### config.mk
export PLATFORM = sky130hd
export DESIGN_NAME = cube_tap_motion_detector
export DESIGN_NICKNAME = d
export VERILOG_FILES = /design/src/rtl/core/ctm_pkg.sv /design/src/rtl/core/ctm_eval.sv /design/src/rtl/core/cube_tap_motion_detector.sv
export SDC_FILE = /design/constraint.sdc
export NUM_CORES = 1
export LEC_CHECK = 0
export BUFFER_PORTS_ARGS = -buffer_cell sky130_fd_sc_hd__buf_2
export CORE_MARGIN = 1.5
export CORE_UTILIZATION = 40
export CTS_BUF_LIST = sky130_fd_sc_hd__clkbuf_2
export CTS_CLUSTER_SIZE = 24
export DETAILED_ROUTE_END_ITERATION = 6
export MAX_ROUTING_LAYER = met4
export SYNTH_ARGS = -nofsm -noshare
export SYNTH_HDL_FRONTEND = slang
export SYNTH_SLANG_ARGS = --single-unit
### constraint.sdc
create_clock -name clk -period 33.3 [get_ports clk]
set_input_delay 6.66 -clock clk [delete_from_list [all_inputs] [get_ports clk]]
set_output_delay 6.66 -clock clk [all_outputs]
set_load 0.005 [all_outputs]
### src/rtl/core/ctm_pkg.sv
// ctm_pkg: shared types, constants and register codes for the cube tap and
// motion detector. No dependencies; imported by ctm_eval and the top level.
package ctm_pkg;

  localparam int OBJECT_COUNT = 32;
  localparam int IDX_W        = $clog2(OBJECT_COUNT);

  // register indexes on the configuration port
  localparam int CFG_IDX_W = 3;
  localparam logic [CFG_IDX_W-1:0] REG_START_MOVING = 3'd0;
  localparam logic [CFG_IDX_W-1:0] REG_STOP_MOVING  = 3'd1;
  localparam logic [CFG_IDX_W-1:0] REG_GRAVITY_SQ   = 3'd2;
  localparam logic [CFG_IDX_W-1:0] REG_STILL_TOL    = 3'd3;
  localparam logic [CFG_IDX_W-1:0] REG_TAP_LIMIT    = 3'd4;

  localparam logic [4:0]  START_MOVING_RST = 5'd5;
  localparam logic [4:0]  STOP_MOVING_RST  = 5'd20;
  localparam logic [15:0] GRAVITY_SQ_RST   = 16'd4096;
  localparam logic [15:0] STILL_TOL_RST    = 16'd500;
  localparam logic [7:0]  TAP_LIMIT_RST    = 8'd16;

  // up axis codes
  localparam logic [2:0] UP_UNKNOWN = 3'd0;
  localparam logic [2:0] UP_X_POS   = 3'd1;
  localparam logic [2:0] UP_X_NEG   = 3'd2;
  localparam logic [2:0] UP_Y_POS   = 3'd3;
  localparam logic [2:0] UP_Y_NEG   = 3'd4;
  localparam logic [2:0] UP_Z_POS   = 3'd5;
  localparam logic [2:0] UP_Z_NEG   = 3'd6;

  typedef struct packed {
    logic [4:0]  start_moving;
    logic [4:0]  stop_moving;
    logic [15:0] gravity_sq;
    logic [15:0] still_tol;
    logic [7:0]  tap_limit;
  } ctm_cfg_t;

  // per-object state
  typedef struct packed {
    logic [7:0] last_shock;
    logic [4:0] motion_ctr;
    logic       moving;
    logic [2:0] prev_up;
  } ctm_entry_t;

  typedef struct packed {
    logic [7:0] report_id;
    logic       tap_event;
    logic [7:0] tap_total;
    logic       moved_event;
    logic       stopped_event;
    logic [2:0] up_axis;
  } ctm_result_t;

endpackage

### src/rtl/core/ctm_eval.sv
// ctm_eval: evaluates one report against its object's state entry, giving the
// result and the updated entry. Combinational; depends on ctm_pkg.
module ctm_eval import ctm_pkg::*; (
  input  ctm_cfg_t    cfg,
  input  logic        in_range,
  input  logic [7:0]  object_id,
  input  logic [7:0]  shock_count,
  input  logic signed [7:0] accel_x,
  input  logic signed [7:0] accel_y,
  input  logic signed [7:0] accel_z,
  input  ctm_entry_t  ent,
  output ctm_entry_t  ent_nxt,
  output ctm_result_t res
);

  logic [7:0]  diff;
  logic        tap;
  logic [7:0]  mag_x, mag_y, mag_z, best;
  logic [2:0]  up;
  logic        changed;
  logic [15:0] sq_x, sq_y, sq_z;
  logic [15:0] sq;
  logic signed [17:0] sq_s, lo_s, hi_s;
  logic        moving_now;
  logic [4:0]  ctr;
  logic        moved, stopped;

  // -128 becomes 128, which still fits unsigned 8 bits
  assign mag_x = accel_x[7] ? 8'(-accel_x) : accel_x;
  assign mag_y = accel_y[7] ? 8'(-accel_y) : accel_y;
  assign mag_z = accel_z[7] ? 8'(-accel_z) : accel_z;

  assign diff = shock_count - ent.last_shock;
  assign tap  = (diff != 8'd0) && (diff < cfg.tap_limit);

  always_comb begin
    up   = UP_UNKNOWN;
    best = 8'd0;
    if (mag_x > best) begin
      up   = (accel_x > 8'sd0) ? UP_X_POS : UP_X_NEG;
      best = mag_x;
    end
    if (mag_y > best) begin
      up   = (accel_y > 8'sd0) ? UP_Y_POS : UP_Y_NEG;
      best = mag_y;
    end
    if (mag_z > best) begin
      up   = (accel_z > 8'sd0) ? UP_Z_POS : UP_Z_NEG;
      best = mag_z;
    end
  end

  assign changed = (ent.prev_up != UP_UNKNOWN) && (ent.prev_up != up);

  // squares of magnitudes; sum at most 3 * 128^2, fits 16 bits
  assign sq_x = mag_x * mag_x;
  assign sq_y = mag_y * mag_y;
  assign sq_z = mag_z * mag_z;
  assign sq   = sq_x + sq_y + sq_z;

  // window bounds kept signed and unwrapped
  assign sq_s = $signed({2'b00, sq});
  assign lo_s = $signed({2'b00, cfg.gravity_sq}) - $signed({2'b00, cfg.still_tol});
  assign hi_s = $signed({2'b00, cfg.gravity_sq}) + $signed({2'b00, cfg.still_tol});
  assign moving_now = !((sq_s >= lo_s) && (sq_s <= hi_s));

  always_comb begin
    ctr     = ent.motion_ctr;
    moved   = 1'b0;
    stopped = 1'b0;
    ent_nxt = ent;
    if (moving_now) begin
      if (ctr < cfg.stop_moving) ctr = ctr + 5'd1;
    end else if (ctr != 5'd0) begin
      ctr = ctr - 5'd1;
    end
    if (changed || ((ctr >= cfg.start_moving) && !ent.moving)) begin
      moved          = 1'b1;
      ent_nxt.moving = 1'b1;
      ctr            = cfg.stop_moving;
    end else if ((ctr == 5'd0) && ent.moving) begin
      stopped        = 1'b1;
      ent_nxt.moving = 1'b0;
    end
    ent_nxt.motion_ctr = ctr;
    ent_nxt.last_shock = shock_count;
    ent_nxt.prev_up    = up;
  end

  always_comb begin
    res.report_id     = object_id;
    res.tap_event     = 1'b0;
    res.tap_total     = 8'd0;
    res.moved_event   = 1'b0;
    res.stopped_event = 1'b0;
    res.up_axis       = UP_UNKNOWN;
    if (in_range) begin
      res.tap_event     = tap;
      res.tap_total     = tap ? diff : 8'd0;
      res.moved_event   = moved;
      res.stopped_event = stopped;
      res.up_axis       = up;
    end
  end

endmodule

### src/rtl/core/cube_tap_motion_detector.sv
// cube_tap_motion_detector: per-object tap and motion event detector, top
// level. Holds configuration, input and result registers and the state table.
// Depends on ctm_pkg and ctm_eval.
// The input register is loaded at the accepting edge, and the result register is
// loaded from it as the item moves on, which a result held by out_ready delays.
// Throughput: one item per cycle; a result held by out_ready stalls both registers.
// The state entry is read for the held item and rewritten as the item moves on.
// Reset (synchronous, rst_n low) clears every state entry and loads defaults.
module cube_tap_motion_detector import ctm_pkg::*; (
  input  logic                 clk,
  input  logic                 rst_n,
  input  logic                 cfg_we,
  input  logic [CFG_IDX_W-1:0] cfg_index,
  input  logic [15:0]          cfg_wdata,
  input  logic                 in_valid,
  output logic                 in_ready,
  input  logic [7:0]           in_object_id,
  input  logic [7:0]           in_shock_count,
  input  logic signed [7:0]    in_accel_x,
  input  logic signed [7:0]    in_accel_y,
  input  logic signed [7:0]    in_accel_z,
  output logic                 out_valid,
  input  logic                 out_ready,
  output logic [7:0]           out_report_id,
  output logic                 out_tap_event,
  output logic [7:0]           out_tap_total,
  output logic                 out_moved_event,
  output logic                 out_stopped_event,
  output logic [2:0]           out_up_axis
);

  ctm_cfg_t          cfg_r;
  ctm_entry_t        st_r [OBJECT_COUNT];

  logic              v1_r;
  logic [7:0]        id_r, shock_r;
  logic signed [7:0] ax_r, ay_r, az_r;

  logic              out_valid_r;
  ctm_result_t       res_r;

  logic              s1_move;
  logic              in_range;
  logic [IDX_W-1:0]  idx;
  ctm_entry_t        ent, ent_nxt;
  ctm_result_t       res_nxt;

  assign s1_move  = v1_r && (!out_valid_r || out_ready);
  assign in_ready = !v1_r || s1_move;
  assign in_range = ({1'b0, id_r} < 9'(OBJECT_COUNT));
  assign idx      = id_r[IDX_W-1:0];
  assign ent      = st_r[idx];

  always_ff @(posedge clk) begin
    if (!rst_n) begin
      cfg_r.start_moving <= START_MOVING_RST;
      cfg_r.stop_moving  <= STOP_MOVING_RST;
      cfg_r.gravity_sq   <= GRAVITY_SQ_RST;
      cfg_r.still_tol    <= STILL_TOL_RST;
      cfg_r.tap_limit    <= TAP_LIMIT_RST;
    end else if (cfg_we) begin
      case (cfg_index)
        REG_START_MOVING: cfg_r.start_moving <= cfg_wdata[4:0];
        REG_STOP_MOVING:  cfg_r.stop_moving  <= cfg_wdata[4:0];
        REG_GRAVITY_SQ:   cfg_r.gravity_sq   <= cfg_wdata;
        REG_STILL_TOL:    cfg_r.still_tol    <= cfg_wdata;
        REG_TAP_LIMIT:    cfg_r.tap_limit    <= cfg_wdata[7:0];
        default: ;
      endcase
    end
  end

  // input register
  always_ff @(posedge clk) begin
    if (!rst_n) begin
      v1_r <= 1'b0;
    end else if (in_ready) begin
      v1_r <= in_valid;
    end
  end

  always_ff @(posedge clk) begin
    if (in_valid && in_ready) begin
      id_r    <= in_object_id;
      shock_r <= in_shock_count;
      ax_r    <= in_accel_x;
      ay_r    <= in_accel_y;
      az_r    <= in_accel_z;
    end
  end

  ctm_eval u_eval (
    .cfg         (cfg_r),
    .in_range    (in_range),
    .object_id   (id_r),
    .shock_count (shock_r),
    .accel_x     (ax_r),
    .accel_y     (ay_r),
    .accel_z     (az_r),
    .ent         (ent),
    .ent_nxt     (ent_nxt),
    .res         (res_nxt)
  );

  // state table: written as the item moves into the result register, so the
  // next item in the input register already sees the update
  always_ff @(posedge clk) begin
    if (!rst_n) begin
      for (int i = 0; i < OBJECT_COUNT; i++) begin
        st_r[i] <= '0;
      end
    end else if (s1_move && in_range) begin
      st_r[idx] <= ent_nxt;
    end
  end

  // result register
  always_ff @(posedge clk) begin
    if (!rst_n) begin
      out_valid_r <= 1'b0;
    end else if (!out_valid_r || out_ready) begin
      out_valid_r <= v1_r;
    end
  end

  always_ff @(posedge clk) begin
    if (s1_move) begin
      res_r <= res_nxt;
    end
  end

  assign out_valid         = out_valid_r;
  assign out_report_id     = res_r.report_id;
  assign out_tap_event     = res_r.tap_event;
  assign out_tap_total     = res_r.tap_total;
  assign out_moved_event   = res_r.moved_event;
  assign out_stopped_event = res_r.stopped_event;
  assign out_up_axis       = res_r.up_axis;

  a_reset_empty: assert property (@(posedge clk)
    !rst_n |=> !out_valid_r && !v1_r)
    else $error("pipeline not empty after reset");

  a_accept_fills: assert property (@(posedge clk) disable iff (!rst_n)
    in_valid && in_ready |=> v1_r)
    else $error("accepted item lost from input register");

  a_moved_stopped: assert property (@(posedge clk) disable iff (!rst_n)
    out_valid_r |-> !(res_r.moved_event && res_r.stopped_event))
    else $error("moved and stopped set together");

  a_tap_total: assert property (@(posedge clk) disable iff (!rst_n)
    out_valid_r && !res_r.tap_event |-> res_r.tap_total == 8'd0)
    else $error("tap total without tap event");

  a_out_of_range: assert property (@(posedge clk) disable iff (!rst_n)
    s1_move && !in_range |=> !res_r.tap_event && !res_r.moved_event
      && !res_r.stopped_event && res_r.up_axis == UP_UNKNOWN)
    else $error("event for an id out of range");

endmodule
# After elaboration in Yosys (flattened, before gate mapping)
# Memory sizes are Yosys's and may differ from the RTL's. A register that Yosys moved wholly into a read port is not among the register bits.
# Index checks and enable logic that the tools add are counted.
totals:
  reg_bits: 114
  latch_bits: 0
  mem_bits_rw: 544
  mem_bits_ro: 0
  out_inout_bits: 24
  wordCells: 104
  n_memories: 1
classes:
  n_addsub: 10
  n_mul: 3
  div_mod_pow: 0
  magnitude_cmp: 12
  n_eq_ne: 5
  shift: 0
  mux: 27
  bitwise_logic: 1
  reduce_logical: 27
memory_table:
  columns: ["memory", "depth", "word_bits", "rd", "rd_clocked_by_memory_dff", "write_ports", "line_no", "rtl"]
  rows:
  - ["st_r", 32, 17, 1, 1, 32, "cube_tap_motion_detector.sv:33", "ctm_entry_t st_r [OBJECT_COUNT];"]
op_table:
  columns: ["cell", "count"]
  rows:
  - ["multiplier 8 x 8 -> 16 bit", 3]
  - ["2-to-1 mux 8 bit", 5]
  - ["adder 16 bit", 2]
  - ["greater-than comparator 8 x 1 -> 1 bit, second input constant", 4]
  - ["2-to-1 mux 5 bit", 6]
  - ["negation 8 bit", 3]
  - ["greater-or-equal comparator 17 x 18 -> 1 bit", 1]
  - ["<= comparator 17 x 18 -> 1 bit", 1]
  - ["adder 16 x 16 -> 17 bit", 1]
  - ["2-to-1 mux 17 bit", 1]
  - ["OR reduction 17 bit", 1]
  - ["subtractor 16 x 16 -> 17 bit", 1]
  - ["greater-than comparator 8 bit", 2]
  - ["2-to-1 mux 3 bit", 4]
  - ["AND reduction 2 bit", 6]
  - ["2-to-1 mux 1 bit", 9]
  - ["logical AND 1 bit", 8]
  - ["< comparator 8 x 6 -> 1 bit, second input constant", 1]
  - ["< comparator 8 bit", 1]
  - ["nonzero test 8 bit", 1]
  - ["subtractor 8 bit", 1]
  - ["== test 3 x 2 -> 1 bit, second input constant", 2]
  - ["adder 5 x 1 -> 5 bit, second input constant", 1]
  - ["greater-or-equal comparator 5 bit", 1]
  - ["14 further kinds", 19]

# Longest topological paths before layout
logic_depth:
  depth_word: 13
  mapped_depth: 55
  depth_no_buf: 53

# Modules after synthesis
# Synthesis repeated with hierarchy kept, for this count alone.
hier_totals:
  hier_cells: 3374
  hier_area_um2: 38876.0
by_module_without_submodules:
  columns: ["module", "instances", "cells_each", "area_each_um2"]
  rows:
  - ["cube_tap_motion_detector", 1, 2177, 29223.0]
  - ["ctm_eval", 1, 1197, 9653.0]

# Least setup slack after synthesis
# OpenSTA, ideal clock, no wires.
synth_timing:
  kind: "input port to output port"
  startpoint: "input port out_ready"
  endpoint: "output port in_ready"
  arrival_time_ns: 6.949
  required_ns: 26.640
  path_slack_ns: 19.691
  stages: 2
  path_cell_list: "nor2b_1 -> nand2_1"
synth_via:
  elab_chain_cells: 3
synth_rtl:
  columns: ["element", "line_no", "rtl"]
  rows:
  - ["from (decl)", "cube_tap_motion_detector.sv:23", "input logic out_ready,"]
  - ["logical OR 1 bit", "cube_tap_motion_detector.sv:48", "assign s1_move = v1_r && (!out_valid_r || out_ready);"]
  - ["logical AND 1 bit", "cube_tap_motion_detector.sv:48", null]
  - ["logical OR 1 bit", "cube_tap_motion_detector.sv:49", "assign in_ready = !v1_r || s1_move;"]
  - ["to (decl)", "cube_tap_motion_detector.sv:16", "output logic in_ready,"]
# Every way passes these cells.

# Final worst setup path
# Ends and elaborated chain as after synthesis.

==> reports/qor.yml <==
run_status:
  status: "finished clean"
yosys:
  synth_ff_type: "edfxtp_1"
  synthTopCellsByArea: "edfxtp_1 47%, mux4_2 8.3%, fa_1 6.8%"
  syn_area_mm2: 0.03835
  synth_top_area_share_pct: 47.45
  ys_warn_count: 0
  ys_seq_elements: 663
  syn-instance-count: 3091
  synth-seq-area-share_pct: 50.42
  avgSynthCellArea_um2: 12.41
  async_flop_share_pct: 0
  ys_types: 88
  synth_top_cell_by_area: "edfxtp_1"
  ys_top_cells_by_count: "606 x edfxtp_1, 342 x nor2_1, 283 x inv_1"
  yosysMostFrequentCell: "edfxtp_1"
  synth_edf_count: 606
global_routing:
  global_route.overflow_total: 0
  grt_antenna_before_repair: 4
  grt_max_degree: 65
  grt_use_total_pct: 21.37
  grt_pass1_vias: 25138
  grt_pass1_wl_um: 152100
clock_tree:
  cts-resized-gates: 0
  clockBufferDepth: 3
  clock-root-buffer: "clkbuf_2"
  cts_buffers: 173
  cts.clk_slew.worst_paths_ns: 0.09
  cts_tree: "yes"
  clkLatencyLatePin_ns: 1.45
  clock-sinks: 663
  ctsHoldBuffers: 0
  htreeDepth: 4
  cts_setup_buffers: 0
floorplanning:
  start_util_pct: 40.37
  io_pins: 88
  die_h_um: 312.7
  die_x_um: 312.7
  design.core.area_mm2: 0.09501
  rows: 113
  die_area_mm2: 0.09775
placed_design:
  port_buffers: 87
  place_congestion: 0.8548
  dp_hpwl_um: 66110
setup_path:
  cp_data_required_time_ns: 26.64
  worstReg2RegStart: "az_r[0]"
  crit_fanout: 4
  crit_path_frequent_cell: "buf_2"
  start_kind: "input pin"
  cp-end-kind: "primary output"
  crit_start: "out_ready"
  max_stage_delay_ns: 0.25
  crit_path_top_delay_cell: "nor2b_1"
  crit_type: "input pin to primary output"
  cp_data_arrival_time_ns: 7.26
  path_cells: "buf_2, nor2b_1, nand2_1, buf_2"
timing:
  worstMarginPinSlew_ns: 1.173
  holdWs_ns: 0.4797
  report.final.slew_viol_count: 0
  setup-violations-final: 0
  slew_headroom_pct: 21.79
  finalHoldViolCount: 0
  tns_ns: 0
  period_needed_ns: 13.92
  min_period_over_period_pct: 41.79
  clock_skew_ns: 0.1027
  rsz0062_at_grt: "false"
  clock.fmax_ghz: 0.07186
drt:
  num_vias: 24645
  vias_per_cell: 5.389
  first_pass_iters: 5
  ant_nets: 0
  wirelength_um: 101100
  post_drt_wl_per_cell_um: 22.10
  detailedRoute.firstIterationViolations: 2090
  drc: 0
final_layout:
  area_delta_synth_final_pct: 7.317
  drive_gt1_share_pct: 19.17
  fillers: 8981
  seqCellArea_mm2: 0.01935
  nets: 3568
  multi_input_area_mm2: 0.01690
flow_run:
  cap_violations: 0
min_path:
  hold_start: "id_r[7]"
  hold_class: "flop to flop"
sequential cells by signal, indices dropped and copies added (netlist names), named ones only:
signal and cells:
id_r 8, out_up_axis 3, shock_r 8, v1_r 1, cfg_r 50, out_valid 1, out_report_id 8, out_moved_event 1
out_stopped_event 1, out_tap_event 1, ay_r 8, az_r 8, ax_r 8, out_tap_total 8, st_r 544
per-layer routing:
layer  GRT usage (%)  vias to the layer above  routed length (µm)
li1                -                    11302                   -
met5               -                        -                   0
met4           6.269                        0                2052
met2           34.56                      791               49580
met3           4.228                      155                6758
met1           27.29                    12397               42670
worst paths after layout:
kind	endpoint	cells past startpoint	slack [ns]
setup / recovery	in_ready	4	19.38
hold / removal	out_report_id[7]	0	0.48
setup reg to reg	st_r[31][5]	47	20.73
hold reg to reg	out_report_id[7]	0	0.48
layout by cell type, fill, tap and decap left out, drive strengths merged, types with 7 or more instances in the layout:
cell,synthesis,layout
edfxtp,606,606
nor2,373,373
inv,287,292
clkbuf,118,243
and3,240,240
nand2,217,217
ha,178,178
mux4,159,159
buf,102,133
fa,131,131
nor3,88,88
a21oi,65,65
dfxtp,57,57
xnor2,47,47
o21ai,43,43
a21boi,35,35
nor2b,30,30
clkinv,1,30
mux2i,28,28
nand2b,26,26
nand3,22,22
a21o,20,20
xor2,20,20
and2,20,20
o211ai,18,18
conb,2,18
nand4,16,16
mux2,16,16
nor4,10,10
o21bai,9,9
o21a,8,8
a211oi,8,8
o31ai,8,8
a31oi,7,7
critical path, delay by kind of cell:
| family | cells | cell delay, ns |
|---|---|---|
| buffers and inverters | 2 | 0.23 |
| AND/OR/NAND/NOR | 2 | 0.36 |
final cells by class:
type                       count  share of cell area, %
antenna                        6                0.03648
clock buffer                 243                  2.955
clock inverter                39                 0.5685
inverter                     288                  2.626
multi-input combinational   1936                  41.05
sequential                   663                  47.02
tap                         1265                  3.845
timing repair buffer         133                  1.897
kinds of logic (layout without fill, tap and decap cells):
family          after synthesis  after routing  synth area share [%]
flops                       663            663                 50.42
buf+inv                     508            703                 5.928
other cells                   2             24               0.01958
mux                         203            203                 10.84
xor+xnor                     67             67                 1.550
compound gates              265            265                 4.861
simple gates               1074           1074                 13.73
fa+ha+maj                   309            309                 12.64
through the flow:
step / area (µm²) / util (%) / worst slack, ns / instances
6_report: 41160 / 43.32 / 19.38 / 4573
5_1_grt: 41150 / 43.32 / 19.31 / 4571
4_1_cts: 41140 / 43.30 / 19.38 / 4567
3_5_place_dp: 39690 / 41.78 / 19.39 / 4285
3_3_place_gp: 39690 / 41.78 / 19.37 / 4285
2_1_floorplan: 38410 / - / 19.69 / 3107
Power is not shown: default switching activity piles up to over one toggle a cycle in this logic, so the estimate is an artifact.
